## config.mk

```make
export PLATFORM = sky130hd
export DESIGN_NAME = fpa_back_flat
export DESIGN_NICKNAME = d
export VERILOG_FILES = /design/src/assert_macros.svh /design/src/fpa_pkg.sv /design/src/fpa_if.sv /design/src/fpa_back.sv /design/src/flat_wrapper.sv
export SDC_FILE = /design/constraint.sdc
export NUM_CORES = 1
export LEC_CHECK = 0
export BUFFER_PORTS_ARGS = -buffer_cell sky130_fd_sc_hd__buf_2
export CAP_MARGIN = 5
export CELL_PAD_IN_SITES_DETAIL_PLACEMENT = 0
export CELL_PAD_IN_SITES_GLOBAL_PLACEMENT = 1
export CORE_MARGIN = 2
export CORE_UTILIZATION = 34
export DETAILED_ROUTE_END_ITERATION = 12
export GPL_TIMING_DRIVEN = 0
export HOLD_SLACK_MARGIN = 0.08
export PLACE_DENSITY = 0.88
export SLEW_MARGIN = 25
export SYNTH_ARGS = -nofsm -noshare
export SYNTH_HDL_FRONTEND = slang
export SYNTH_SLANG_ARGS = --single-unit
```

## constraint.sdc

```tcl
create_clock -name clock -period 3.2 [get_ports clock]
set_input_delay 0.8 -clock clock [delete_from_list [all_inputs] [get_ports clock]]
set_output_delay 0.8 -clock clock [all_outputs]
set_load 0.02 [all_outputs]
```

## src/assert_macros.svh

```systemverilog
// Assertion macros shared by the RTL of the fixed-point ALU.
// No dependencies; included by files that carry concurrent checks.
`ifndef ASSERT_MACROS_SVH
`define ASSERT_MACROS_SVH
`ifndef SYNTHESIS
`define ASSERT_AT(lbl, clk, rst, prop, msg) \
   lbl: assert property (@(posedge clk) disable iff (rst) prop) else $error(msg);
`define ASSERT_NEVER(lbl, clk, rst, expr, msg) \
   `ASSERT_AT(lbl, clk, rst, !(expr), msg)
`else
`define ASSERT_AT(lbl, clk, rst, prop, msg)
`define ASSERT_NEVER(lbl, clk, rst, expr, msg)
`endif
`endif

```

## src/fpa_pkg.sv

```systemverilog
// Shared constants, command codes and pipeline side-band type for the ALU.
// No dependencies.
package fpa_pkg;

   localparam int unsigned DATA_W            = 32;
   localparam int unsigned CMD_W             = 4;
   localparam int unsigned FRAC_BITS_DEFAULT = 8;

   typedef enum logic [CMD_W-1:0] {
      CMD_ADD      = 4'd0,
      CMD_SUB      = 4'd1,
      CMD_MUL      = 4'd2,
      CMD_DIV      = 4'd3,
      CMD_MIN      = 4'd4,
      CMD_MAX      = 4'd5,
      CMD_INC      = 4'd6,
      CMD_TO_INT   = 4'd7,
      CMD_FROM_INT = 4'd8
   } cmd_type;

   // Everything that rides alongside the divider datapath
   typedef struct packed {
      logic [DATA_W-1:0] alt;     // result for every command but divide
      logic              lt;
      logic              eq;
      logic              gt;
      logic              is_div;
      logic              dz;
      logic              neg;     // quotient sign
   } side_type;

endpackage

```

## src/fpa_if.sv

```systemverilog


interface fpa_rsp_if;
   logic                                  valid;
   logic                                  ready;
   logic signed [fpa_pkg::DATA_W-1:0]     result;
   logic                                  a_less;
   logic                                  a_equal;
   logic                                  a_greater;
   logic                                  divide_by_zero;

   modport source (output valid, output result, output a_less, output a_equal,
                   output a_greater, output divide_by_zero, input ready);
   modport sink   (input valid, input result, input a_less, input a_equal,
                   input a_greater, input divide_by_zero, output ready);
endinterface

```

## src/fpa_back.sv

```systemverilog
// Output stage: applies the quotient sign, picks the final result and holds the
// response beat until taken; produces the pipeline advance. Uses fpa_pkg, fpa_rsp_if.
module fpa_back (
   input  logic                          clock,
   input  logic                          reset,
   input  logic                          valid_in,
   input  fpa_pkg::side_type             side_in,
   input  logic [fpa_pkg::DATA_W-1:0]    quot_in,
   output logic                          adv,
   fpa_rsp_if.source                     rsp_bus
);

   localparam int unsigned W = fpa_pkg::DATA_W;

   logic         valid_ff;
   logic [W-1:0] result_ff, result_in;
   logic         lt_ff, eq_ff, gt_ff, dz_ff;

   assign adv = !valid_ff || rsp_bus.ready;

   always_comb begin
      if (side_in.dz) begin
         result_in = '0;
      end else if (side_in.is_div) begin
         result_in = side_in.neg ? W'(-quot_in) : quot_in;
      end else begin
         result_in = side_in.alt;
      end
   end

   always_ff @(posedge clock) begin
      if (reset) begin
         valid_ff <= 1'b0;
      end else if (adv) begin
         valid_ff <= valid_in;
      end
   end

   always_ff @(posedge clock) begin
      if (adv) begin
         result_ff <= result_in;
         lt_ff     <= side_in.lt;
         eq_ff     <= side_in.eq;
         gt_ff     <= side_in.gt;
         dz_ff     <= side_in.dz;
      end
   end

   assign rsp_bus.valid          = valid_ff;
   assign rsp_bus.result         = result_ff;
   assign rsp_bus.a_less         = lt_ff;
   assign rsp_bus.a_equal        = eq_ff;
   assign rsp_bus.a_greater      = gt_ff;
   assign rsp_bus.divide_by_zero = dz_ff;

endmodule

```

## src/flat_wrapper.sv

```systemverilog
// flat-port wrapper written by rule: the top's interface ports become plain ports
module fpa_back_flat 
  (clock, reset, valid_in, side_in, quot_in, adv, rsp_bus_valid, rsp_bus_result, rsp_bus_a_less, rsp_bus_a_equal, rsp_bus_a_greater, rsp_bus_divide_by_zero, rsp_bus_ready);
  fpa_rsp_if rsp_bus_i ();
  input  logic clock;
  input  logic reset;
  input  logic valid_in;
  input  fpa_pkg::side_type side_in;
  input  logic [fpa_pkg::DATA_W-1:0] quot_in;
  output logic adv;
  output wire logic [$bits(rsp_bus_i.valid)-1:0] rsp_bus_valid;
  output wire logic [$bits(rsp_bus_i.result)-1:0] rsp_bus_result;
  output wire logic [$bits(rsp_bus_i.a_less)-1:0] rsp_bus_a_less;
  output wire logic [$bits(rsp_bus_i.a_equal)-1:0] rsp_bus_a_equal;
  output wire logic [$bits(rsp_bus_i.a_greater)-1:0] rsp_bus_a_greater;
  output wire logic [$bits(rsp_bus_i.divide_by_zero)-1:0] rsp_bus_divide_by_zero;
  input wire logic [$bits(rsp_bus_i.ready)-1:0] rsp_bus_ready;
  assign rsp_bus_valid = rsp_bus_i.valid;
  assign rsp_bus_result = rsp_bus_i.result;
  assign rsp_bus_a_less = rsp_bus_i.a_less;
  assign rsp_bus_a_equal = rsp_bus_i.a_equal;
  assign rsp_bus_a_greater = rsp_bus_i.a_greater;
  assign rsp_bus_divide_by_zero = rsp_bus_i.divide_by_zero;
  assign rsp_bus_i.ready = rsp_bus_ready;
  fpa_back u_core (.clock(clock), .reset(reset), .valid_in(valid_in), .side_in(side_in), .quot_in(quot_in), .adv(adv), .rsp_bus(rsp_bus_i));
endmodule
```

[After elaboration in Yosys (flattened, before gate mapping)]
Cells that the tools add are included.
Storage, ports and cells
  bits in registers: 37
  input port bits: 74
  output and inout bits: 38
  logic and storage cells: 11
Cells by class
  add/sub/neg operators: 1
  mux-type cells: 2
  reduce and logical (&&, ||, !) cells: 2
Operators by type and width (count)
  2-to-1 mux 32 bit: 2
  negation 32 bit: 1
  zero test 1 bit: 1
  logical OR 1 bit: 1

[Depth between registers and ports, before layout]
  depth in word-level cells: 3
  depth in mapped cells: 8
  gate-level depth less buffers: 7

[Least setup slack after synthesis]
Ideal clock, no wire load.
  path type: input -> output
  start: in rsp_bus_ready
  end: out adv
  arrival: 1.865 ns
  data required time: 2.400 ns
  setup slack: 0.535 ns
  stages on the path: 1
  path buffers: 0
  path through: nand2b_1
Between the ends
  word-level cells in the longest chain between the ends: 1
RTL lines
  from (decl): RTL line flat_wrapper.sv:17  | input wire logic [$bits(rsp_bus_i.ready)-1:0] rsp_bus_ready;
  logical OR 1 bit: RTL line fpa_back.sv:19  | assign adv = !valid_ff || rsp_bus.ready;
  to (decl): RTL line flat_wrapper.sv:10  | output logic adv;
No other way between the ends.

[Worst setup path after layout]
  start: in quot_in[0] (netlist name)
  end: reg u_core.result_ff[12], in the netlist u_core.rsp_bus.result[12], data pin
Between the ends
  word-level cells in the longest chain between the ends: 3
RTL lines
  from (decl): RTL line flat_wrapper.sv:9  | input logic [fpa_pkg::DATA_W-1:0] quot_in;
  negation 32 bit: RTL line fpa_back.sv:25  | result_in = side_in.neg ? W'(-quot_in) : quot_in;
  2-to-1 mux 32 bit: RTL line fpa_back.sv:25
  2-to-1 mux 32 bit: RTL line fpa_back.sv:24  | end else if (side_in.is_div) begin
  to (signal assigned): RTL line fpa_back.sv:41  | result_ff <= result_in;
  to (decl): RTL line fpa_back.sv:16  | logic [W-1:0] result_ff, result_in;
No other way between the ends.
A chain may end at the register's enable or synchronous reset.

==> results.toml <==
[sta]
finalWorstSetupSlack_ns = 0.506
tightest_slew_ns = 0.919
period_needed_ns = 2.69
finalSetupViolCount = 0
setup_tns_ns = 0
skew_ns = 0.0112
holdWs_ns = 0.664
hold_viol = 0
fmax_ghz = 0.371
fin_crit_sh_pct = 84.2
drv_slew = 0
relSlewSlack_pct = 38.2
rsz0062_at_grt = "no"

[drt]
wire_per_inst_um = 15.2
vias = 2203
drt_pass1_iterations = 4
drt_iter0_markers = 85
drc = 0
vias_per_cell = 5.17
ant_nets = 0
wirelength_um = 6460

[clock_tree]
clkTransAtPathRegs_ns = 0.07
clock_latency_ns = 0.29
post_cts_resized = 0
postCtsSetupBuffers = 0
cts_hold_buf = 0
cts_buffers = 5
root_buffer = "clkbuf_8"
cts_tree = "done"
h-tree-depth = 2
numClockSinks = 37
clock_path_buffers = 2

[setup_path]
critPathRequiredTime_ns = 3.23
worst_ep_arrival_time_ns = 2.72
start_kind = "input port"
critPathMaxFanout = 10
path_class = "in2reg"
end_kind = "register"

[yosys]
syn_nets = 304
synth-main-ff-cell = "edfxtp_1"
async_flop_share_pct = 0
ys_ff_latch = 37
yosysSeqAreaShare_pct = 48.0
yosysWarnings = 0
postSynthCellCount = 229
synth_area_per_cell_sq_um = 10.0
synth_edf_count = 36
ys_types = 34
synth_area_sq_um = 2300

[floorplanning]
initial_core_util_pct = 35.7
dieArea_sq_um = 7430
io_pins = 112
row_count = 29
coreArea_sq_um = 6420
die_h_um = 86.2
die_x_um = 86.2

[pwr]
ir_drop_v = 0.000173
power_frac_comb_pct = 22.9
p_sw_w = 0.000366
p_total_w = 0.00129
swShare_pct = 28.3
pwr-share-seq_pct = 46.0
power_leakage_nw = 1.34
pwr-share-clk_pct = 31.1
power_density_nw_per_um2 = 419
p_int_w = 0.000928

[finish]
fillers = 623
nets = 423
fin_cells = 426
area_delta_synth_final_pct = 34.5
drive_gt1_share_pct = 36.4
antenna_cells = 0

[run]
max_cap_violations = 0

[grt]
grt_usage_pct = 17.6
grt_first_pass_wirelength_um = 10400
grt_overflow = 0
antenna_found_initial = 0
grt_start_max_net_pins = 25
grt_pass1_vias = 2236

[placement]
portBuffers = 111
placed_cells = 418
dp_hpwl_um = 5210
place_congestion = 0.824
post-place-ws_ns = 0.216

[outcome]
status = "finished clean"

[worst_hold_path]
hp-class = "in2reg"
## layout make-up
| class | count | area, sq um | area share (%) |
|---|---|---|---|
| Timing Repair Buffer | 112 | 583 | 18.9 |
| Sequential cell | 37 | 1100 | 35.7 |
| Clock inverter | 3 | 41.3 | 1.34 |
| Tap cell | 77 | 96.3 | 3.12 |
| Inverter | 5 | 18.8 | 0.608 |
| Clock buffer | 5 | 68.8 | 2.23 |
| Buffer | 13 | 56.3 | 1.82 |
| Multi-Input combinational cell | 174 | 1120 | 36.3 |
## kinds of logic after synthesis
logic type	Yosys count	share of synthesized area, %
AOI/OAI and AO/OA	61	18.9
buffers and inverters	18	3.27
xor gates and xnor gates	28	10.7
muxes	4	1.85
DFF	37	48.0
adders and majority gates	1	0.545
and+or+nand+nor	80	16.8
## worst max-delay path, cell delays in order
cell and delay, ns:
buf_2 0.12, inv_1 0.05, ha_1 0.19, nor4b_1 0.36, nand3_1 0.23, clkbuf_1 0.29
o41ai_1 0.42, xor2_1 0.18, o21ai_0 0.08
## sequential cells by signal, indices dropped and copies added, names as in the netlist
name,count
u_core.rsp_bus.a_greater,1
u_core.rsp_bus.a_less,1
u_core.rsp_bus.divide_by_zero,1
u_core.rsp_bus.valid,1
u_core.rsp_bus.result,32
u_core.rsp_bus.a_equal,1
## power groups by stage
stage                     Sequential [W]  Combinational [W]  Clock, W
after floorplan                 0.000670           0.000101         0
after CTS                       0.000596           0.000300  0.000407
final                           0.000595           0.000297  0.000402
after detailed placement        0.000607           0.000299         0
after global routing            0.000599           0.000326  0.000433
after global placement          0.000605           0.000290         0
## layer usage
layer  wire length (um)  vias to the layer above  share of wire [%]  track usage (%)
li1                   -                     1098                  -                -
met1               2690                     1020                 42             22.2
met2               3190                       74                 49             30.0
met3                485                       11                7.5             4.48
met4                 96                        0                1.5             5.11
met5                  0                        -                  0                0
## synth_stat cells (all sizes together) (4+ instances only)
| library cell | n | area (sq um) |
|---|---|---|
| buf | 5 | 26.3 |
| nand2b | 6 | 37.5 |
| o41ai | 9 | 116 |
| nand3 | 6 | 30.0 |
| nor2 | 17 | 63.8 |
| a211oi | 10 | 75.1 |
| nor3 | 6 | 30.0 |
| clkbuf | 8 | 30.0 |
| xor2 | 27 | 236 |
| edfxtp | 36 | 1080 |
| inv | 5 | 18.8 |
| nor4 | 7 | 43.8 |
| nand2 | 27 | 101 |
| o21ai | 26 | 130 |
| a21oi | 5 | 25.0 |
| or3 | 4 | 25.0 |
| o31ai | 8 | 60.1 |
## cell usage in the layout (no fill, tap or decap), types with 4 or more instances in the layout
| master | count |
|---|---|
| buf_2 | 111 |
| edfxtp_1 | 36 |
| nand2_1 | 27 |
| xor2_1 | 27 |
| o21ai_0 | 18 |
| nor2_1 | 17 |
| a211oi_1 | 10 |
| clkbuf_1 | 8 |
| o31ai_1 | 8 |
| o21ai_1 | 8 |
| nor4_1 | 7 |
| o41ai_1 | 7 |
| nor3_1 | 6 |
| nand3_1 | 6 |
| inv_1 | 5 |
| nand2b_1 | 5 |
| a21oi_1 | 5 |
| clkbuf_8 | 5 |
| buf_1 | 4 |
| or3_1 | 4 |
## path summary, 6_finish.rpt
check,endpoint,depth (start not counted),from,slack (ns)
hold reg to reg,u_core.rsp_bus.valid,2,u_core.rsp_bus.valid,0.81
setup reg to reg,u_core.rsp_bus.result[11],2,u_core.rsp_bus.valid,2.03
setup / recovery,u_core.rsp_bus.result[12],9,quot_in[0],0.51
hold / removal,u_core.rsp_bus.valid,2,reset,0.66
## per-stage QoR
stage	cell area (sq um)	util, %
after global routing	3090	48.1
after floorplan	2300	-
after CTS	3090	48.1
final	3090	48.1
after detailed placement	2980	46.4
after global placement	2950	45.9
Power figures use the tool's default switching activity.
