### src/assert_macros.svh
// Assertion macros shared by the RTL of the fixed-point ALU.
// No dependencies; included by files that carry concurrent checks.
`ifndef ASSERT_MACROS_SVH
`define ASSERT_MACROS_SVH
`ifndef SYNTHESIS
`define ASSERT_AT(lbl, clk, rst, prop, msg) \
   lbl: assert property (@(posedge clk) disable iff (rst) prop) else $error(msg);
`define ASSERT_NEVER(lbl, clk, rst, expr, msg) \
   `ASSERT_AT(lbl, clk, rst, !(expr), msg)
`else
`define ASSERT_AT(lbl, clk, rst, prop, msg)
`define ASSERT_NEVER(lbl, clk, rst, expr, msg)
`endif
`endif

### src/fpa_pkg.sv
// Shared constants, command codes and pipeline side-band type for the ALU.
// No dependencies.
package fpa_pkg;

   localparam int unsigned DATA_W            = 32;
   localparam int unsigned CMD_W             = 4;
   localparam int unsigned FRAC_BITS_DEFAULT = 8;

   typedef enum logic [CMD_W-1:0] {
      CMD_ADD      = 4'd0,
      CMD_SUB      = 4'd1,
      CMD_MUL      = 4'd2,
      CMD_DIV      = 4'd3,
      CMD_MIN      = 4'd4,
      CMD_MAX      = 4'd5,
      CMD_INC      = 4'd6,
      CMD_TO_INT   = 4'd7,
      CMD_FROM_INT = 4'd8
   } cmd_type;

   // Everything that rides alongside the divider datapath
   typedef struct packed {
      logic [DATA_W-1:0] alt;     // result for every command but divide
      logic              lt;
      logic              eq;
      logic              gt;
      logic              is_div;
      logic              dz;
      logic              neg;     // quotient sign
   } side_type;

endpackage

### src/fpa_if.sv
// Request and response channel interfaces of the fixed-point ALU.
// Depends on fpa_pkg for field widths.
interface fpa_req_if;
   logic                                  valid;
   logic                                  ready;
   logic        [fpa_pkg::CMD_W-1:0]      command;
   logic signed [fpa_pkg::DATA_W-1:0]     operand_a;
   logic signed [fpa_pkg::DATA_W-1:0]     operand_b;

   modport source (output valid, output command, output operand_a, output operand_b,
                   input ready);
   modport sink   (input valid, input command, input operand_a, input operand_b,
                   output ready);
endinterface


### src/fpa_front.sv
// Front end: input register, operation stage (multiplier, simple ops, compare,
// divider operands), select stage that shifts the product. Uses fpa_pkg.
module fpa_front #(
   parameter int unsigned FRAC_BITS = fpa_pkg::FRAC_BITS_DEFAULT,
   localparam int unsigned DVD_W    = fpa_pkg::DATA_W + FRAC_BITS
) (
   input  logic                          clock,
   input  logic                          reset,
   input  logic                          adv,
   fpa_req_if.sink                       req_bus,
   output logic                          valid_out,
   output fpa_pkg::side_type             side_out,
   output logic [DVD_W-1:0]              dvd_out,
   output logic [fpa_pkg::DATA_W-1:0]    dvsr_out
);

   localparam int unsigned W = fpa_pkg::DATA_W;

   // stage 1: input beat
   logic                    s1_valid_ff;
   logic [fpa_pkg::CMD_W-1:0] s1_cmd_ff;
   logic signed [W-1:0]     s1_a_ff, s1_b_ff;

   // stage 2: operations
   logic                    s2_valid_ff;
   logic                    s2_is_mul_ff;
   logic signed [2*W-1:0]   s2_prod_ff, s2_prod_in;
   logic [W-1:0]            s2_simple_ff, s2_simple_in;
   logic                    s2_lt_ff, s2_eq_ff, s2_gt_ff;
   logic                    s2_is_div_ff, s2_dz_ff, s2_neg_ff;
   logic [DVD_W-1:0]        s2_dvd_ff, s2_dvd_in;
   logic [W-1:0]            s2_dvsr_ff, s2_dvsr_in;

   // stage 3: select
   logic                    s3_valid_ff;
   fpa_pkg::side_type       s3_side_ff, s3_side_in;
   logic [DVD_W-1:0]        s3_dvd_ff;
   logic [W-1:0]            s3_dvsr_ff;

   logic                    lt_in, gt_in, eq_in;
   logic signed [W-1:0]     asr_a;
   logic [W-1:0]            abs_a;
   logic signed [2*W-1:0]   prod_shifted;

   assign req_bus.ready = adv;

   always_ff @(posedge clock) begin
      if (reset) begin
         s1_valid_ff <= 1'b0;
         s2_valid_ff <= 1'b0;
         s3_valid_ff <= 1'b0;
      end else if (adv) begin
         s1_valid_ff <= req_bus.valid;
         s2_valid_ff <= s1_valid_ff;
         s3_valid_ff <= s2_valid_ff;
      end
   end

   always_ff @(posedge clock) begin
      if (adv) begin
         s1_cmd_ff    <= req_bus.command;
         s1_a_ff      <= req_bus.operand_a;
         s1_b_ff      <= req_bus.operand_b;

         s2_is_mul_ff <= (s1_cmd_ff == fpa_pkg::CMD_MUL);
         s2_is_div_ff <= (s1_cmd_ff == fpa_pkg::CMD_DIV);
         s2_dz_ff     <= (s1_cmd_ff == fpa_pkg::CMD_DIV) && (s1_b_ff == '0);
         s2_neg_ff    <= s1_a_ff[W-1] ^ s1_b_ff[W-1];
         s2_prod_ff   <= s2_prod_in;
         s2_simple_ff <= s2_simple_in;
         s2_lt_ff     <= lt_in;
         s2_eq_ff     <= eq_in;
         s2_gt_ff     <= gt_in;
         s2_dvd_ff    <= s2_dvd_in;
         s2_dvsr_ff   <= s2_dvsr_in;

         s3_side_ff   <= s3_side_in;
         s3_dvd_ff    <= s2_dvd_ff;
         s3_dvsr_ff   <= s2_dvsr_ff;
      end
   end

   always_comb begin
      lt_in        = s1_a_ff < s1_b_ff;
      gt_in        = s1_a_ff > s1_b_ff;
      eq_in        = s1_a_ff == s1_b_ff;
      s2_prod_in   = s1_a_ff * s1_b_ff;
      asr_a        = s1_a_ff >>> FRAC_BITS;
      abs_a        = s1_a_ff[W-1] ? W'(-s1_a_ff) : W'(s1_a_ff);
      s2_dvd_in    = DVD_W'(abs_a) << FRAC_BITS;
      s2_dvsr_in   = s1_b_ff[W-1] ? W'(-s1_b_ff) : W'(s1_b_ff);
      case (s1_cmd_ff)
         fpa_pkg::CMD_ADD:      s2_simple_in = W'(s1_a_ff + s1_b_ff);
         fpa_pkg::CMD_SUB:      s2_simple_in = W'(s1_a_ff - s1_b_ff);
         fpa_pkg::CMD_MIN:      s2_simple_in = lt_in ? s1_a_ff : s1_b_ff;
         fpa_pkg::CMD_MAX:      s2_simple_in = gt_in ? s1_a_ff : s1_b_ff;
         fpa_pkg::CMD_INC:      s2_simple_in = W'(s1_a_ff + 1);
         fpa_pkg::CMD_TO_INT:   s2_simple_in = asr_a;
         fpa_pkg::CMD_FROM_INT: s2_simple_in = W'(s1_a_ff) << FRAC_BITS;
         default:               s2_simple_in = '0;
      endcase
   end

   always_comb begin
      prod_shifted      = s2_prod_ff >>> FRAC_BITS;
      s3_side_in.alt    = s2_is_mul_ff ? prod_shifted[W-1:0] : s2_simple_ff;
      s3_side_in.lt     = s2_lt_ff;
      s3_side_in.eq     = s2_eq_ff;
      s3_side_in.gt     = s2_gt_ff;
      s3_side_in.is_div = s2_is_div_ff;
      s3_side_in.dz     = s2_dz_ff;
      s3_side_in.neg    = s2_neg_ff;
   end

   assign valid_out = s3_valid_ff;
   assign side_out  = s3_side_ff;
   assign dvd_out   = s3_dvd_ff;
   assign dvsr_out  = s3_dvsr_ff;

endmodule

### src/flat_wrapper.sv
// flat-port wrapper written by rule: the top's interface ports become plain ports
module fpa_front_flat 
#(
   parameter int unsigned FRAC_BITS = fpa_pkg::FRAC_BITS_DEFAULT,
   localparam int unsigned DVD_W    = fpa_pkg::DATA_W + FRAC_BITS
)
  (clock, reset, adv, valid_out, side_out, dvd_out, dvsr_out, req_bus_valid, req_bus_command, req_bus_operand_a, req_bus_operand_b, req_bus_ready);
  fpa_req_if req_bus_i ();
  input  logic clock;
  input  logic reset;
  input  logic adv;
  output logic valid_out;
  output fpa_pkg::side_type side_out;
  output logic [DVD_W-1:0] dvd_out;
  output logic [fpa_pkg::DATA_W-1:0] dvsr_out;
  input wire logic [$bits(req_bus_i.valid)-1:0] req_bus_valid;
  input wire logic [$bits(req_bus_i.command)-1:0] req_bus_command;
  input wire logic [$bits(req_bus_i.operand_a)-1:0] req_bus_operand_a;
  input wire logic [$bits(req_bus_i.operand_b)-1:0] req_bus_operand_b;
  output wire logic [$bits(req_bus_i.ready)-1:0] req_bus_ready;
  assign req_bus_i.valid = req_bus_valid;
  assign req_bus_i.command = req_bus_command;
  assign req_bus_i.operand_a = req_bus_operand_a;
  assign req_bus_i.operand_b = req_bus_operand_b;
  assign req_bus_ready = req_bus_i.ready;
  fpa_front #(.FRAC_BITS(FRAC_BITS)) u_core (.clock(clock), .reset(reset), .adv(adv), .req_bus(req_bus_i), .valid_out(valid_out), .side_out(side_out), .dvd_out(dvd_out), .dvsr_out(dvsr_out));
endmodule
### config.mk
export PLATFORM = sky130hd
export DESIGN_NAME = fpa_front_flat
export DESIGN_NICKNAME = d
export VERILOG_FILES = /design/src/assert_macros.svh /design/src/fpa_pkg.sv /design/src/fpa_if.sv /design/src/fpa_front.sv /design/src/flat_wrapper.sv
export SDC_FILE = /design/constraint.sdc
export NUM_CORES = 2
export LEC_CHECK = 0
export ABC_AREA = 1
export BUFFER_PORTS_ARGS = -buffer_cell sky130_fd_sc_hd__buf_2
export CAP_MARGIN = 30
export CORE_ASPECT_RATIO = 0.9
export CORE_MARGIN = 3
export CORE_UTILIZATION = 42
export DETAILED_ROUTE_END_ITERATION = 7
export HOLD_SLACK_MARGIN = 0.08
export REMOVE_ABC_BUFFERS = 1
export SLEW_MARGIN = 5
export SYNTH_ARGS = -nofsm -noshare
export SYNTH_HDL_FRONTEND = slang
export SYNTH_SLANG_ARGS = --single-unit
export TNS_END_PERCENT = 50
### constraint.sdc
create_clock -name clock -period 7.95 [get_ports clock]
set_clock_uncertainty 0.05 [all_clocks]
set_input_delay 0.3975 -clock clock [delete_from_list [all_inputs] [get_ports clock]]
set_output_delay 0.3975 -clock clock [all_outputs]
set_load 0.03 [all_outputs]
; After elaboration in Yosys (flattened, before gate mapping)
; Cells that the tools add are included.
[word_totals]
inputBits = 72
word_cells = 55
reg_bits = 316
[classes]
n_mux = 6
magnitude_cmp = 2
bitwise = 1
n_eq_ne = 9
addsub = 5
reduce_logical = 3
n_mul = 1
[ops]
columns = operator, count
row1 = one-hot mux 32 bit (7 select lines), 1
row2 = 2-to-1 mux 32 bit, 3
row3 = negator 32 bit, 2
row4 = 2-to-1 mux 31 bit, 2
row5 = multiplier 32 x 32 -> 40 bit, 1
row6 = adder 32 x 2 -> 32 bit (second input constant), 1
row7 = adder 32 bit, 1
row8 = == test 32 bit, 1
row9 = > comparator 32 bit, 1
row10 = logical NOT 32 bit, 1
row11 = < comparator 32 bit, 1
row12 = subtractor 32 bit, 1
row13 = == test 4 x 3 -> 1 bit (second input constant), 4
row14 = == test 4 x 2 -> 1 bit (second input constant), 2
row15 = == test 4 x 1 -> 1 bit (second input constant), 1
row16 = == test 4 bit (second input constant), 1
row17 = logical NOT 4 bit, 1
row18 = logical AND 1 bit, 1
row19 = bitwise XOR 1 bit, 1

; Depth between registers and ports, before layout
[depth]
word_depth = 3
mapped_depth = 33
depth_no_buf = 31

; Worst setup path after synthesis
; OpenSTA, ideal clock, no wires.
[synth_timing]
kind = register -> register
startpoint = register u_core.s1_a_ff[31]
endpoint = register u_core.s2_prod_ff[39] (data pin)
path_slack_ps = 1064
required_ps = 7648
setup_ps = 252
period_less_slack_ps = 6886
t_arrival_ps = 6583
path_stages_with_launch = 29
path_buffers = 3
path_cell_list = edfxtp_1 -> clkbuf_1 -> clkbuf_1 -> clkbuf_1 -> nand2_1 -> fa_1 -> fa_1 -> inv_1 -> fa_1 -> inv_1 -> fa_1 -> inv_1 -> fa_1 -> fa_1 -> fa_1 -> inv_1 -> fa_1 -> inv_1 -> ha_1 -> nand2_1 -> o21ai_0 -> a21oi_1 -> o21ai_0 -> a21oi_1 -> nand2_1 -> a31oi_1 -> inv_1 -> nand2_1 -> nand2_1
[synth_between]
elab_chain_len = 1
[synth_rtl]
columns = element, line
row1 = start: declaration, fpa_front.sv:22  ; logic signed [W-1:0] s1_a_ff, s1_b_ff;
row2 = start signal: assignment, fpa_front.sv:62  ; s1_a_ff <= req_bus.operand_a;
row3 = multiplier 32 x 32 -> 40 bit, fpa_front.sv:87  ; s2_prod_in = s1_a_ff * s1_b_ff;
row4 = named net u_core.s2_prod_in[39], fpa_front.sv:27  ; logic signed [2*W-1:0] s2_prod_ff, s2_prod_in;
row5 = end signal: assignment, fpa_front.sv:69  ; s2_prod_ff <= s2_prod_in;
row6 = end: declaration, fpa_front.sv:27
; The timed path passes the listed nets, and every way through them passes these cells.
; A chain may end at the register's enable or synchronous reset.

; Worst setup path after layout
[layout_timing]
startpoint = register u_core.s1_a_ff[13]
endpoint = register u_core.s2_prod_ff[37] (data pin)
; The elaborated chain is that of the path after synthesis.

==> summary.json <==
{
  "outcome": {
    "run_status": "finished clean"
  },
  "detailed_routing": {
    "initialDrtViolationCount": 2843,
    "total_via_count_after_detailed_routing": 34000,
    "highest_layer": "met4",
    "first_pass_detailed_route_iteration_total": 5,
    "avgRoutedWirePerCell_um": 20.3,
    "post-route-drc-count": 0,
    "detailroute.wirelength.met3_mm": 11.4,
    "antenna_violating_nets_post_route": 0,
    "routed_wirelength_mm": 138,
    "met2RoutedLength_mm": 62.0,
    "route.detailed.vias_per_inst": 5.02,
    "met1_routed_length_mm": 60.6
  },
  "die": {
    "starting_density_of_the_core_pct": 42.5,
    "design.die.area_um2": 105000,
    "design.portCount": 184,
    "floorplan.die.height_um": 308,
    "placement_rows": 110,
    "core_area_um2": 100000,
    "die_width_um": 342
  },
  "timing": {
    "setup_total_negative_slack_ps": 0,
    "finalSetupViolCount": 0,
    "finalMaxSlewViolations": 0,
    "max_freq_mhz": 132,
    "hold_violations": 0,
    "max_slew.worst_pin.slew_ps": 1040,
    "post-route-min-period_ps": 7560,
    "rsz0062_at_grt": "false",
    "timing.slew.headroom_pct": 30.8,
    "layout_worst_path_cycle_share_pct": 95.1
  },
  "yosys": {
    "synthFlopType": "sky130_fd_sc_hd__edfxtp_1",
    "synth.ff_latch_count": 308,
    "asyncSetResetFlopFracSynth_pct": 0,
    "yosysTopAreaCellShare_pct": 30.3,
    "postSynthAreaPerCell_um2": 8.19,
    "yosys.area_share.simple_pct": 17.8,
    "synth_xor_area_share_pct": 2.57,
    "yosys-mux-area-fraction_pct": 0.847,
    "syn_inst": 5199,
    "largest_family_of_logic_cells_by_synthesized_area": "adder cells",
    "post-synth-top-area-cell": "sky130_fd_sc_hd__fa_1",
    "seq_area_frac_synth_pct": 21.7,
    "yosys-top-cells-area": "sky130_fd_sc_hd__fa_1 30%, sky130_fd_sc_hd__edfxtp_1 22%, sky130_fd_sc_hd__inv_1 12%",
    "synthDistinctLibCells": 56,
    "mapped_area_um2": 42600,
    "post_synth_fa_ha_maj_area_fraction_pct": 37.3,
    "synth_edf_count": 305,
    "synth_compound_gate_area_share_pct": 5.11,
    "yosys_warn_count": 0
  },
  "clocking": {
    "tritoncts": "done",
    "clockRootBuffer": "sky130_fd_sc_hd__clkbuf_16",
    "ctsHtreeMaxLevel": 2,
    "number_of_buffers_added_by_the_clock_tree_synthesis_step": 38,
    "clock_insertion_delay_at_the_later_pin_of_the_skew_report_ps": 620,
    "cts_sinks": 308,
    "clockBufferDepth": 3,
    "cts.clk_slew.worst_paths_ps": 60
  },
  "hold_path": {
    "worst_hold_path.num_cells": 1,
    "worstHoldEndpoint": "u_core.s2_dvd_ff[8]",
    "hold_path.class": "primary input to flip-flop",
    "min_from": "adv"
  },
  "critical_path": {
    "timing.critical_path.fanout_max": 17,
    "critical_path_required_ps": 8240,
    "reg2regPathDepth": 20,
    "rrSetupSlack_ps": 390,
    "endpoint_kind": "flip-flop",
    "arrival_ps": 7850,
    "timing.setup.critical_path_class": "flip-flop to flip-flop",
    "path_common_cell": "sky130_fd_sc_hd__fa_1",
    "category_of_cells_accounting_for_the_largest_share_of_critical_path_delay": "adder cells",
    "worstPathCellList": "buf_4 -> nand2_1 -> fa_1 -> fa_1 -> inv_1 -> fa_1 -> fa_1 -> fa_1 -> fa_1 -> fa_1 -> inv_1 -> fa_1 -> inv_1 -> ha_1 -> a21oi_1 -> a21boi_0 -> nor3_1 -> nor3_1 -> o2111ai_1 -> xor2_1",
    "critPathLaunchType": "flip-flop",
    "critPathSlowestCell": "sky130_fd_sc_hd__edfxtp_1",
    "delay_of_the_slowest_critical_path_stage_ps": 1010,
    "critical_path.n_buffers_inverters": 4,
    "worst_r2r_endpoint": "u_core.s2_prod_ff[37]",
    "worst_r2r_startpoint": "u_core.s1_a_ff[13]"
  },
  "place": {
    "gpl.final_weighted_congestion": 0.966,
    "io_buffer_count": 175,
    "hpwlAfterDp_mm": 113
  },
  "run": {
    "drv.max_cap_violation_count": 0
  },
  "final_layout": {
    "area_used_by_multi_input_combinational_logic_um2": 27100,
    "post_route_cells_drive_above_1_share_pct": 8.62,
    "area.growth.synth_to_final_pct": 11.5,
    "filler_cells_inserted": 9975,
    "seqCellArea_um2": 9220,
    "nets": 6368,
    "n_antenna_cell": 0
  },
  "global_route": {
    "grt_pass1_wl_mm": 210,
    "number_of_antenna_violations_at_the_first_check_in_global_routing": 6,
    "overflow": 0,
    "grt_pass1_vias": 34400,
    "grt_max_degree": 154,
    "overall_fraction_of_global_route_tracks_in_use_pct": 26.6
  }
}
## area by class of cell
type / instances / share of cell area [%]
multi-input combinational: 3263 / 57.2
sequential: 308 / 19.4
inverter: 1410 / 11.2
timing repair buffer: 392 / 6.16
tap: 1344 / 3.54
clock buffer: 45 / 2.06
clock inverter: 24 / 0.443
## worst max-delay path by stage
stage                  startpoint               endpoint  slack [ps]  cells after the start
2_1_floorplan  u_core.s1_a_ff[12]  u_core.s2_prod_ff[29]        1180                     24
3_3_place_gp    u_core.s1_b_ff[5]  u_core.s2_prod_ff[27]         370                     26
3_5_place_dp    u_core.s1_b_ff[5]  u_core.s2_prod_ff[27]         190                     26
4_1_cts         u_core.s1_b_ff[5]  u_core.s2_prod_ff[27]         140                     26
5_1_grt        u_core.s1_a_ff[13]  u_core.s2_prod_ff[37]          40                     20
6_report       u_core.s1_a_ff[13]  u_core.s2_prod_ff[37]         390                     20
## routing by layer
| metal | global-route usage, % | vias up |
|---|---|---|
| li1 | - | 15800 |
| met1 | 37.5 | 16800 |
| met2 | 42.0 | 1261 |
| met3 | 5.01 | 188 |
| met4 | 7.37 | 0 |
| met5 | 0 | - |
## cells in the final DEF (no fill, tap or decap), types with 16 or more instances in the layout
cell,instances
sky130_fd_sc_hd__nand3_1,162
sky130_fd_sc_hd__edfxtp_1,305
sky130_fd_sc_hd__inv_1,1399
sky130_fd_sc_hd__o21bai_1,25
sky130_fd_sc_hd__o21ai_0,106
sky130_fd_sc_hd__nor3_1,34
sky130_fd_sc_hd__o22ai_1,18
sky130_fd_sc_hd__a21o_1,20
sky130_fd_sc_hd__dlygate4sd3_1,70
sky130_fd_sc_hd__mux2_2,32
sky130_fd_sc_hd__clkbuf_16,38
sky130_fd_sc_hd__buf_4,128
sky130_fd_sc_hd__nand3b_1,16
sky130_fd_sc_hd__xor2_1,94
sky130_fd_sc_hd__nand2_1,1266
sky130_fd_sc_hd__ha_1,239
sky130_fd_sc_hd__nand4_1,45
sky130_fd_sc_hd__buf_2,174
sky130_fd_sc_hd__o211ai_1,21
sky130_fd_sc_hd__nor2_1,259
sky130_fd_sc_hd__xnor2_1,31
sky130_fd_sc_hd__a31oi_1,16
sky130_fd_sc_hd__fa_1,644
sky130_fd_sc_hd__a21oi_1,126
## state kept, by name, summed over array words and instances (netlist names), 4 cells and up
register and flops:
u_core.s2_simple_ff 32, u_core.s2_dvsr_ff 32, u_core.s1_cmd_ff 4, u_core.dvd_out 32
u_core.dvsr_out 32, u_core.s1_b_ff 32, u_core.s2_prod_ff 32, u_core.side_out 38
u_core.s2_dvd_ff 32, u_core.s1_a_ff 32
## cells in the mapped netlist (18+ instances only)
| cell | count |
|---|---|
| sky130_fd_sc_hd__clkbuf_1 | 156 |
| sky130_fd_sc_hd__o22ai_1 | 18 |
| sky130_fd_sc_hd__nor2_1 | 259 |
| sky130_fd_sc_hd__nand2_1 | 1266 |
| sky130_fd_sc_hd__nand4_1 | 45 |
| sky130_fd_sc_hd__edfxtp_1 | 305 |
| sky130_fd_sc_hd__buf_1 | 37 |
| sky130_fd_sc_hd__o21bai_1 | 25 |
| sky130_fd_sc_hd__fa_1 | 644 |
| sky130_fd_sc_hd__nand3_1 | 162 |
| sky130_fd_sc_hd__inv_1 | 1399 |
| sky130_fd_sc_hd__nor3_1 | 37 |
| sky130_fd_sc_hd__o211ai_1 | 21 |
| sky130_fd_sc_hd__a21oi_1 | 127 |
| sky130_fd_sc_hd__a21o_1 | 20 |
| sky130_fd_sc_hd__xnor2_1 | 31 |
| sky130_fd_sc_hd__xor2_1 | 94 |
| sky130_fd_sc_hd__ha_1 | 239 |
| sky130_fd_sc_hd__mux2_2 | 32 |
| sky130_fd_sc_hd__o21ai_0 | 106 |
## cell families after synthesis
| family | after synthesis |
|---|---|
| DFF | 308 |
| adders and majority gates | 883 |
| other | 1 |
| xor gates and xnor gates | 125 |
| buffers and inverters | 1635 |
| muxes | 32 |
| and+or+nand+nor | 1842 |
| AOI/OAI and AO/OA | 373 |
## what timing repair did
| item | in CTS | in global routing |
|---|---|---|
| setup endpoints to repair | 0 | 2 |
| buffers inserted | 0 | 2 |
| hold endpoints to repair | 71 | 0 |
| hold buffers | 70 | 0 |
| resized for setup | 0 | 1 |
## per-stage QoR
stage | setup slack [ps] | instance area, µm² | hold WS [ps] | cells | utilization, %
3_3_place_gp | 367 | 45400 | 351 | 6637 | 45.3
2_1_floorplan | 1180 | 41600 | 350 | 4981 | -
6_report | 389 | 47500 | 314 | 6786 | 47.4
4_1_cts | 144 | 47300 | 306 | 6780 | 47.3
3_5_place_dp | 187 | 45500 | 355 | 6641 | 45.4
5_1_grt | 43.7 | 47500 | 342 | 6786 | 47.4
Power is left out: the tool's default activity adds up to more than one toggle a clock period on the data nets, which glitch-free logic cannot reach.
