File: src/assert_macros.svh
// Assertion macros shared by the RTL of the fixed-point ALU.
// No dependencies; included by files that carry concurrent checks.
`ifndef ASSERT_MACROS_SVH
`define ASSERT_MACROS_SVH
`ifndef SYNTHESIS
`define ASSERT_AT(lbl, clk, rst, prop, msg) \
   lbl: assert property (@(posedge clk) disable iff (rst) prop) else $error(msg);
`define ASSERT_NEVER(lbl, clk, rst, expr, msg) \
   `ASSERT_AT(lbl, clk, rst, !(expr), msg)
`else
`define ASSERT_AT(lbl, clk, rst, prop, msg)
`define ASSERT_NEVER(lbl, clk, rst, expr, msg)
`endif
`endif

File: src/fpa_pkg.sv
// Shared constants, command codes and pipeline side-band type for the ALU.
// No dependencies.
package fpa_pkg;

   localparam int unsigned DATA_W            = 32;
   localparam int unsigned CMD_W             = 4;
   localparam int unsigned FRAC_BITS_DEFAULT = 8;

   typedef enum logic [CMD_W-1:0] {
      CMD_ADD      = 4'd0,
      CMD_SUB      = 4'd1,
      CMD_MUL      = 4'd2,
      CMD_DIV      = 4'd3,
      CMD_MIN      = 4'd4,
      CMD_MAX      = 4'd5,
      CMD_INC      = 4'd6,
      CMD_TO_INT   = 4'd7,
      CMD_FROM_INT = 4'd8
   } cmd_type;

   // Everything that rides alongside the divider datapath
   typedef struct packed {
      logic [DATA_W-1:0] alt;     // result for every command but divide
      logic              lt;
      logic              eq;
      logic              gt;
      logic              is_div;
      logic              dz;
      logic              neg;     // quotient sign
   } side_type;

endpackage

File: src/fpa_div_step.sv
// One restoring-division step as a pipeline stage: one quotient bit per beat.
// Side-band results travel with the beat. Uses fpa_pkg.
module fpa_div_step #(
   parameter int unsigned DVD_W = fpa_pkg::DATA_W + fpa_pkg::FRAC_BITS_DEFAULT
) (
   input  logic                          clock,
   input  logic                          reset,
   input  logic                          adv,
   input  logic                          valid_in,
   input  fpa_pkg::side_type             side_in,
   input  logic [fpa_pkg::DATA_W-1:0]    rem_in,
   input  logic [DVD_W-1:0]              dq_in,
   input  logic [fpa_pkg::DATA_W-1:0]    dvsr_in,
   output logic                          valid_out,
   output fpa_pkg::side_type             side_out,
   output logic [fpa_pkg::DATA_W-1:0]    rem_out,
   output logic [DVD_W-1:0]              dq_out,
   output logic [fpa_pkg::DATA_W-1:0]    dvsr_out
);

   localparam int unsigned W = fpa_pkg::DATA_W;

   logic              valid_ff;
   fpa_pkg::side_type side_ff;
   logic [W-1:0]      rem_ff, rem_in_n;
   logic [DVD_W-1:0]  dq_ff, dq_in_n;
   logic [W-1:0]      dvsr_ff;
   logic [W:0]        rem_sh;
   logic [W+1:0]      diff;
   logic              ge;

   // dividend bits leave at the top of dq as quotient bits enter at the bottom
   always_comb begin
      rem_sh   = {rem_in, dq_in[DVD_W-1]};
      diff     = {1'b0, rem_sh} - {2'b00, dvsr_in};
      ge       = !diff[W+1];
      rem_in_n = ge ? diff[W-1:0] : rem_sh[W-1:0];
      dq_in_n  = {dq_in[DVD_W-2:0], ge};
   end

   always_ff @(posedge clock) begin
      if (reset) begin
         valid_ff <= 1'b0;
      end else if (adv) begin
         valid_ff <= valid_in;
      end
   end

   always_ff @(posedge clock) begin
      if (adv) begin
         side_ff <= side_in;
         rem_ff  <= rem_in_n;
         dq_ff   <= dq_in_n;
         dvsr_ff <= dvsr_in;
      end
   end

   assign valid_out = valid_ff;
   assign side_out  = side_ff;
   assign rem_out   = rem_ff;
   assign dq_out    = dq_ff;
   assign dvsr_out  = dvsr_ff;

endmodule

File: config.mk
export PLATFORM = sky130hd
export DESIGN_NAME = fpa_div_step
export DESIGN_NICKNAME = d
export VERILOG_FILES = /design/src/assert_macros.svh /design/src/fpa_pkg.sv /design/src/fpa_div_step.sv
export SDC_FILE = /design/constraint.sdc
export NUM_CORES = 1
export LEC_CHECK = 0
export BUFFER_PORTS_ARGS = -buffer_cell sky130_fd_sc_hd__buf_2
export CAP_MARGIN = 20
export CORE_AREA = 2 2 166 168
export CTS_BUF_LIST = sky130_fd_sc_hd__clkbuf_8 sky130_fd_sc_hd__clkbuf_16
export DETAILED_ROUTE_END_ITERATION = 10
export DIE_AREA = 0 0 168 170
export PLACE_DENSITY = 0.5
export SYNTH_ARGS = -nofsm -noshare
export SYNTH_HDL_FRONTEND = slang
export SYNTH_SLANG_ARGS = --single-unit
File: constraint.sdc
create_clock -name clock -period 6.6 [get_ports clock]
set_input_delay 0.66 -clock clock [delete_from_list [all_inputs] [get_ports clock]]
set_output_delay 0.66 -clock clock [all_outputs]
set_load 0.005 [all_outputs]
# Word-level counts from Yosys, hierarchy flattened
# Index checks and enable logic that the tools add are counted.
classes:
  reduce_logical: 1
  n_mux: 1
  addsub: 1
ops:
  columns: ["cell", "count"]
  rows:
  - ["subtractor 33 x 32 -> 34 bit", 1]
  - ["2-to-1 mux 32 bit", 1]
  - ["zero test 1 bit", 1]
word_totals:
  reg_bits: 143
  elab_cells: 14

# Depth between registers and ports, before layout
# Gate-level depths: netlist (run 1).
logic_depth:
  word_depth: 2
  mapped_depth: 12
  ltp_nobuf: 12

# Worst setup path after synthesis (run 1)
# OpenSTA, ideal clock, no wires.
synth_timing:
  path_type: "input -> register"
  startpoint: "input port dq_in[39]"
  endpoint: "register rem_ff[26] (netlist: rem_out[26]) (data pin)"
  setup_time_ps: 260
  path_stages: 12
  slack_ps: 3267
  t_arrival_ps: 3073
  path_cell_list: "inv_1 ha_1 inv_1 fa_1 a211oi_1 o211a_1 o31ai_2 a221o_1 a2111oi_4 o21bai_2 xor2_1 mux2_4"
synth_via:
  elab_chain_len: 2
synth_lines:
  columns: ["item", "line", "source"]
  rows:
  - ["from (decl)", "fpa_div_step.sv:12", "input logic [DVD_W-1:0] dq_in,"]
  - ["subtractor 33 x 32 -> 34 bit", "fpa_div_step.sv:35", "diff = {1'b0, rem_sh} - {2'b00, dvsr_in};"]
  - ["2-to-1 mux 32 bit", "fpa_div_step.sv:37", "rem_in_n = ge ? diff[W-1:0] : rem_sh[W-1:0];"]
  - ["net rem_in_n[26]", "fpa_div_step.sv:25", "logic [W-1:0] rem_ff, rem_in_n;"]
  - ["to (signal assigned)", "fpa_div_step.sv:52", "rem_ff <= rem_in_n;"]
  - ["to (decl)", "fpa_div_step.sv:25", null]
# The timed path passes the listed nets, and every way through them passes these cells.
# A chain may end at the register's enable or synchronous reset.

# Final worst setup path (run 1)
# Ends and elaborated chain as after synthesis.

==> results of run 1 <==
## layout make-up
cell class | instances | area, sq um
fillers | 2676 | 17620
multi-input cells | 274 | 2126
inverters | 40 | 150.1
repair buffers | 290 | 1463
flip-flops and latches | 143 | 4284
clock buffers | 17 | 425.4
well taps | 341 | 426.7
clock inverters | 15 | 151.4
## placed cells by master (no fill, tap or decap), types with 11 or more instances in the layout
cell and instances:
buf_2 287, ha_1 32, o21ai_0 11, edfxtp_1 142
mux2_1 26, nand2_1 26, inv_1 41, nor2_1 16
clkbuf_16 17, xnor2_1 15, a21oi_1 27
## per-layer routing
metal / vias to the layer above / track usage
met3: 16 / 0.04163
met4: 2 / 0.03705
li1: 2367 / -
met1: 2279 / 0.1666
met2: 190 / 0.2176
met5: - / 0
## report_power, final
group          leakage (nW)  internal, mW  switching, mW
Combinational          2.26         0.194          0.227
Sequential             1.40          1.11         0.0202
Clock                 0.270         0.530          0.425
## registers in the layout, indices dropped and copies added, names as in the netlist
signal,flops
side_out,38
dvsr_out,32
valid_out,1
dq_out,40
rem_out,32
## stage by stage
| step | power (mW) | setup WS (ns) |
|---|---|---|
| 2_1_floorplan | 1.359 | 3.267 |
| 3_3_place_gp | 1.572 | 2.746 |
| 3_5_place_dp | 1.572 | 2.726 |
| 4_1_cts | 2.552 | 3.164 |
| 5_1_grt | 2.624 | 2.986 |
| 6_report | 2.501 | 3.171 |
## worst max-delay path by stage
stage                   start  slack (ns)           to  depth (start not counted)
floorplan           dq_in[39]        3.27  rem_out[26]                         12
global placement    dq_in[39]        2.75  rem_out[26]                         13
detailed placement  dq_in[39]        2.73  rem_out[26]                         13
CTS                 dq_in[39]        3.16  rem_out[26]                         13
global route        dq_in[39]        2.99  rem_out[26]                         13
finish              dq_in[39]        3.17  rem_out[26]                         13
## cell families after synthesis
group | Yosys count
xor gates and xnor gates | 24
buffers and inverters | 47
and+or+nand+nor | 85
AOI/OAI and AO/OA | 99
DFF | 143
adders and majority gates | 33
muxes | 33
==> insert_results.sql, run 1 <==
INSERT INTO impl_metrics (metric_group, metric, value, unit) VALUES
('run_status', 'status', 'finished clean', ''),
('clock_tree', 'cts_resized', '0', ''),
('clock_tree', 'clock_latency', '0.42', 'ns'),
('logic_synthesis', 'main_combinational_cell_family_by_area_after_synthesis', 'compound AO/OA/AOI/OAI gates', ''),
('power_and_ir_drop', 'leakage', '3.928', 'nW'),
('floorplanning', 'die_area', '28560', 'sq um'),
('critical_path', 'worst_path_top_cell_family_by_delay', 'compound AO/OA/AOI/OAI gates', ''),
('critical_path', 'worst-path-buf-inv', '3', ''),
('floorplanning', 'height_of_the_die', '170', 'um'),
('critical_path', 'r2r-end', 'valid_out', ''),
('timing', 'timing.final.setup_violations', '0', ''),
('timing', 'setup-tns-final', '0', 'ns'),
('routing', 'drt_wl_total', '19350', 'um'),
('final_layout', 'postLayoutCoreUtil', '0.3387', ''),
('global_route', 'grt-ovfl-total', '0', ''),
('logic_synthesis', 'synth_area_leader', 'edfxtp_1', ''),
('global_route', 'number_of_global_route_vias_before_repair', '4820', ''),
('routing', 'detailedRoute.firstPassIterationCount', '4', ''),
('final_layout', 'drive_gt1_frac', '0.4275', ''),
('floorplanning', 'site_rows', '60', ''),
('critical_path', 'cp_data_required_time', '6.77', 'ns'),
('global_route', 'global_route_wire_length_before_repair', '28230', 'um'),
('logic_synthesis', 'top_flip_flop_cell_by_instance_count_after_synthesis', 'edfxtp_1', ''),
('critical_path', 'timing.critical_path.cells', 'buf_2, inv_1, ha_1, inv_1, fa_1, a211oi_1, o211a_1, o31ai_2, a221o_1, a2111oi_4, o21bai_2, xor2_1, mux2_4', ''),
('logic_synthesis', 'synthesized_area_divided_by_synthesized_cell_count', '14.24', 'sq um'),
('power_and_ir_drop', 'ir_drop', '136.3', 'uV'),
('power_and_ir_drop', 'p_per_area', '277.1', 'nW/um^2'),
('clock_tree', 'cts.sink_count', '143', ''),
('placed_design', 'place_inst', '1088', ''),
('timing', 'maxSlewHeadroom', '0.3352', ''),
('routing', 'vias', '4854', ''),
('logic_synthesis', 'synth_warnings', '0', ''),
('critical_path', 'reg2reg_from', 'valid_out', ''),
('clock_tree', 'cts_root_buf', 'clkbuf_16', ''),
('logic_synthesis', 'yosys-top-cells-area', 'edfxtp_1 65%, ha_1 6.1%, mux2_1 4.4%, inv_1 2.3%, a21oi_1 2.0%', ''),
('logic_synthesis', 'synth.most_common_cell', 'edfxtp_1', ''),
('logic_synthesis', 'synth_area', '6608', 'sq um'),
('logic_synthesis', 'synthesized_area_fraction_occupied_by_and_or_nand_nor_cells', '0.06249', ''),
('clock_tree', 'number_of_buffers_on_the_longest_clock_path', '2', ''),
('floorplanning', 'placeableCoreArea', '26650', 'sq um'),
('clock_tree', 'cts_hold_repair.buffers', '0', ''),
('clock_tree', 'cts_clock_pin_slew_for_the_worst_setup_and_hold_paths', '0.08', 'ns'),
('timing', 'post-route-min-period', '3.429', 'ns'),
('worst_hold_path', 'min-delay-path-class', 'in -> reg', ''),
('critical_path', 'critPathLaunchType', 'primary input', ''),
('final_layout', 'final_design_area_no_fill', '9026', 'sq um'),
('logic_synthesis', 'synthDominantCellAreaShare', '0.6453', ''),
('logic_synthesis', 'synth_seq_area_share', '0.6484', ''),
('timing', 'finalCritPeriodShare', '0.5195', ''),
('logic_synthesis', 'synth-compound-area-share', '0.1079', ''),
('routing', 'dr.max_layer_used', 'met5', ''),
('placed_design', 'dp_hpwl', '14830', 'um'),
('placed_design', 'port-buffer-count', '288', ''),
('logic_synthesis', 'yosys_register_bits', '143', ''),
('floorplanning', 'fp.dieW', '168', 'um'),
('clock_tree', 'post_cts_buffers', '0', ''),
('logic_synthesis', 'yosys-mux-area-fraction', '0.05586', ''),
('floorplanning', 'top_level_ports', '289', ''),
('global_route', 'grt_max_degree', '77', ''),
('global_route', 'antenna_found_initial', '1', ''),
('routing', 'vias_per_cell', '4.334', ''),
('routing', 'detailroute.wirelength.met3', '1400', 'um'),
('clock_tree', 'cts_made_buffers', '17', ''),
('clock_tree', 'ctsHtreeMaxLevel', '4', ''),
('routing', 'route.antenna.remaining_nets', '0', ''),
('timing', 'finalHoldViolations', '0', ''),
('final_layout', 'flow.area_growth_from_synthesis', '36.60', '%'),
('flow_run', 'drv_cap', '0', ''),
('critical_path', 'critical-path-slowest-cell', 'a2111oi_4', ''),
('timing', 'drv_slew', '0', ''),
('logic_synthesis', 'post_synthesis_adder_cell_area_fraction', '0.06362', '');
Power figures use the tool's default switching activity.
==> inputs of run 2 (changes only) <==
--- a/config.mk
+++ b/config.mk
@@ -5,13 +5,14 @@
 export SDC_FILE = /design/constraint.sdc
 export NUM_CORES = 1
 export LEC_CHECK = 0
+export ABC_AREA = 1
 export BUFFER_PORTS_ARGS = -buffer_cell sky130_fd_sc_hd__buf_2
 export CAP_MARGIN = 20
-export CORE_AREA = 2 2 166 168
+export CORE_AREA = 2 2 176 178
 export CTS_BUF_LIST = sky130_fd_sc_hd__clkbuf_8 sky130_fd_sc_hd__clkbuf_16
 export DETAILED_ROUTE_END_ITERATION = 10
-export DIE_AREA = 0 0 168 170
-export PLACE_DENSITY = 0.5
+export DIE_AREA = 0 0 178 180
+export PLACE_DENSITY = 0.51
 export SYNTH_ARGS = -nofsm -noshare
 export SYNTH_HDL_FRONTEND = slang
 export SYNTH_SLANG_ARGS = --single-unit
==> constraint.sdc (replaced) <==
create_clock -name clock -period 3.15 [get_ports clock]
set_input_delay 0.315 -clock clock [delete_from_list [all_inputs] [get_ports clock]]
set_output_delay 0.315 -clock clock [all_outputs]
set_load 0.005 [all_outputs]
==> run 2 against run 1 <==
  * Cell count rose by 34%
  * Cell area is 9.9% higher
  * Largest cell class unchanged
  * Register-to-register slack worse by 3.4 ns
  * Critical endpoint is now rem_out[11]
  * Total power rose by 110%
  * Sequential power rose by 110%
  * Largest power group unchanged
  * Non-clock buffer count increased by 3
  * Sequential share of layout area down 4.3 points
  * Worst hold slack worse by 0.37 ns
  * Via count grew 26%
  * Combinational power grew 130%
  * Critical path depth is 2 higher
==> insert_results.sql, run 2 <==
INSERT INTO impl_metrics (metric_group, metric, value, unit) VALUES
('routing', 'vias', '6134', ''),
('placed_design', 'place_inst', '1464', ''),
('critical_path', 'timing.critical_path.cells', 'buf_2, inv_1, ha_1, nand2_1, inv_2, nand2_1, nand2_1, inv_2, nand3_2, nand2_2, nand2_2, nand2_4, nand2_8, nand2_1, nand2_1', ''),
('placed_design', 'dpl-instance-area', '9353', 'sq um'),
('logic_synthesis', 'share_of_flip_flops_with_an_asynchronous_set_or_reset_after_synthesis', '0', ''),
('power_and_ir_drop', 'swShare', '0.2751', ''),
('routing', 'detail_route.iter0.violations', '380', ''),
('placed_design', 'port-buffer-count', '288', ''),
('final_layout', 'fillcell_total', '3245', ''),
('global_route', 'grt_max_degree', '79', ''),
('clock_tree', 'cts_resized', '0', ''),
('routing', 'wire_length_per_cell_after_detailed_routing', '16.03', 'um'),
('clock_tree', 'clock_latency', '0.43', 'ns'),
('critical_path', 'most_frequent_cell_on_the_critical_path', 'nand2_1', ''),
('power_and_ir_drop', 'p_per_area', '535.1', 'nW/um^2'),
('clock_tree', 'cts.sink_count', '143', ''),
('floorplanning', 'top_level_ports', '289', ''),
('critical_path', 'worst_setup_path_end_kind', 'flip-flop', ''),
('clock_tree', 'cts_hold_repair.buffers', '0', ''),
('floorplanning', 'placeableCoreArea', '30190', 'sq um'),
('logic_synthesis', 'yosys-top-cells-area', 'edfxtp_1 57%, nand2_1 13%, inv_1 7.2%, ha_1 5.4%, nand3_1 3.9%', ''),
('clock_tree', 'ctsHtreeMaxLevel', '4', ''),
('timing', 'worst_margin_pin_slew', '0.7680', 'ns'),
('final_layout', 'drive_gt1_frac', '0.3191', ''),
('power_and_ir_drop', 'switching_power', '1.460', 'mW'),
('power_and_ir_drop', 'ir_drop', '319.8', 'uV'),
('critical_path', 'critical-path-slowest-cell', 'ha_1', ''),
('logic_synthesis', 'synthesized_area_fraction_occupied_by_and_or_nand_nor_cells', '0.2479', ''),
('logic_synthesis', 'synthesized_area_divided_by_synthesized_cell_count', '9.483', 'sq um'),
('timing', 'drv_slew', '0', ''),
('critical_path', 'critical_path.max_fanout', '34', ''),
('floorplanning', 'site_rows', '64', ''),
('routing', 'drt_wl_total', '24000', 'um'),
('flow_run', 'drv_cap', '0', ''),
('timing', 'finalCritPeriodShare', '0.6530', ''),
('power_and_ir_drop', 'internal_power', '3.849', 'mW'),
('power_and_ir_drop', 'total_design_power', '5.310', 'mW'),
('timing', 'unrepaired_setup_endpoints_after_global_routing', 'no', ''),
('logic_synthesis', 'synth-edff-count', '142', ''),
('logic_synthesis', 'yosys.area_share.xor_xnor', '0.01767', ''),
('logic_synthesis', 'synth_seq_area_share', '0.5762', ''),
('timing', 'timing.final.setup_violations', '0', ''),
('logic_synthesis', 'synth-compound-area-share', '0.01700', ''),
('clock_tree', 'cts_clock_pin_slew_for_the_worst_setup_and_hold_paths', '0.07', 'ns'),
('global_route', 'antenna_found_initial', '5', ''),
('logic_synthesis', 'post_synthesis_adder_cell_area_fraction', '0.05655', ''),
('global_route', 'number_of_global_route_vias_before_repair', '6129', ''),
('global_route', 'grt_util_all_layers', '0.1484', ''),
('floorplanning', 'height_of_the_die', '180', 'um'),
('routing', 'remaining_drc_errors', '0', ''),
('logic_synthesis', 'main_combinational_cell_family_by_area_after_synthesis', 'simple AND/OR/NAND/NOR gates', ''),
('timing', 'maxClockFrequency', '486.2', 'MHz'),
('logic_synthesis', 'synth.most_common_cell', 'nand2_1', ''),
('final_layout', 'layout.nets', '1266', ''),
('clock_tree', 'cts_root_buf', 'clkbuf_16', ''),
('final_layout', 'final_design_area_no_fill', '9923', 'sq um'),
('floorplanning', 'fp.dieW', '178', 'um'),
('logic_synthesis', 'ys_types', '32', ''),
('critical_path', 'critical_path_max_stage_delay', '0.33', 'ns'),
('power_and_ir_drop', 'clkPwrFrac', '0.374', ''),
('timing', 'worst_clock_skew', '0', 'ns'),
('final_layout', 'largest_register_ff_count', '40', ''),
('final_layout', 'layout_common_cells', '287 x buf_2, 264 x nand2_1, 143 x inv_1', ''),
('global_route', 'global_route_wire_length_before_repair', '35340', 'um'),
('power_and_ir_drop', 'power.share.combinational', '0.181', ''),
('placed_design', 'dp_hpwl', '19220', 'um'),
('timing', 'maxSlewHeadroom', '0.4880', ''),
('critical_path', 'critPathLaunchType', 'primary input', ''),
('final_layout', 'final_common_cell', 'buf_2', ''),
('timing', 'hold-worst-slack', '0.03762', 'ns'),
('final_layout', 'flow.area_growth_from_synthesis', '33.47', '%'),
('logic_synthesis', 'synth_warnings', '0', ''),
('floorplanning', 'start_util', '0.2463', ''),
('global_route', 'grt-ovfl-total', '0', ''),
('timing', 'finalHoldViolations', '0', ''),
('power_and_ir_drop', 'power.sequential.fraction', '0.445', ''),
('placed_design', 'gp_congestion', '0.8907', ''),
('logic_synthesis', 'synth_area', '7435', 'sq um'),
('clock_tree', 'post_cts_buffers', '0', ''),
('floorplanning', 'die_area', '32040', 'sq um'),
('critical_path', 'worst-endpoint-arrival', '2.24', 'ns'),
('logic_synthesis', 'netlist_top_cells_count', '264 x nand2_1, 142 x edfxtp_1, 142 x inv_1', ''),
('logic_synthesis', 'syn-num-nets', '963', ''),
('final_layout', 'final-instance-count-excl-fill', '1497', ''),
('run_status', 'status', 'finished clean', ''),
('logic_synthesis', 'yosys-mux-area-fraction', '0.001346', ''),
('logic_synthesis', 'syn_inst', '784', ''),
('critical_path', 'cp_data_required_time', '3.34', 'ns'),
('critical_path', 'worst-setup-path-type', 'in -> reg', ''),
('clock_tree', 'number_of_buffers_on_the_longest_clock_path', '2', ''),
('worst_hold_path', 'min-delay-path-class', 'in -> reg', ''),
('final_layout', 'postLayoutCoreUtil', '0.3287', ''),
('logic_synthesis', 'synthDominantCellAreaShare', '0.5735', ''),
('routing', 'vias_per_cell', '4.098', ''),
('placed_design', 'worst_setup_slack_before_clock_tree_synthesis', '0.5791', 'ns'),
('logic_synthesis', 'top_flip_flop_cell_by_instance_count_after_synthesis', 'edfxtp_1', ''),
('power_and_ir_drop', 'leakage', '4.960', 'nW'),
('timing', 'setup-tns-final', '0', 'ns'),
('clock_tree', 'tritoncts', 'yes', ''),
('routing', 'route.antenna.remaining_nets', '0', ''),
('logic_synthesis', 'yosys_register_bits', '143', ''),
('timing', 'post-route-worst-setup-slack', '1.093', 'ns'),
('routing', 'detailedRoute.firstPassIterationCount', '4', ''),
('clock_tree', 'cts_made_buffers', '17', ''),
('timing', 'post-route-min-period', '2.057', 'ns'),
('logic_synthesis', 'synth_area_leader', 'edfxtp_1', '');
## run 2: cell types whose count changed after synthesis, moves of 10 or more
cell	previous run	this run
mux2_1	26	0
o21ai_0	11	1
nand2_1	26	264
nand3_2	0	14
inv_1	40	142
nor2_1	16	41
nand3_1	5	58
xnor2_1	15	0
## run 2: layout make-up
cell class,count,area (sq um),area share
Sequential cell,143,4284,0.4317
Multi-Input combinational cell,487,2531,0.2551
Timing Repair Buffer,293,1498,0.1509
Inverter,145,544.3,0.05485
Tap cell,396,495.5,0.04993
Clock buffer,17,425.4,0.04287
Clock inverter,15,142.6,0.01437
Antenna cell,1,2.502,0.0002522
## run 2: kinds of logic after synthesis
family,after synthesis
AND/OR/NAND/NOR,415
buffers and inverters,154
flip-flops,143
adder cells (fa/ha/maj),33
AO/OA/AOI/OAI,23
XOR/XNOR,15
multiplexers,1
## run 2: path summary, 6_finish.rpt
path / from / to / slack [ns] / depth (start not counted)
max: dvsr_in[8] / rem_out[11] / 1.09 / 15
min: reset / valid_out / 0.04 / 2
max reg2reg: valid_out / valid_out / 2.58 / 2
min reg2reg: valid_out / valid_out / 0.49 / 2
## run 2: power groups by stage
| stage | registers (mW) | clock network [mW] | logic (mW) |
|---|---|---|---|
| after floorplan | 2.42 | 0 | 0.468 |
| after detailed placement | 2.41 | 0 | 0.978 |
| final | 2.36 | 1.99 | 0.963 |
| after global routing | 2.38 | 2.11 | 1.09 |
| after global placement | 2.40 | 0 | 0.970 |
| after CTS | 2.37 | 2.06 | 0.983 |
## run 2: layer usage
layer  track usage  part of all wire
met1        0.1738              0.41
met2        0.2586              0.49
met3       0.05055             0.083
met4       0.03574             0.010
met5             0            0.0025
## run 2: critical path: cells and delay by family
family | cells | cell delay, ns
adder cells (fa/ha/maj) | 1 | 0.33
buffers and inverters | 4 | 0.25
AND/OR/NAND/NOR | 10 | 1.32
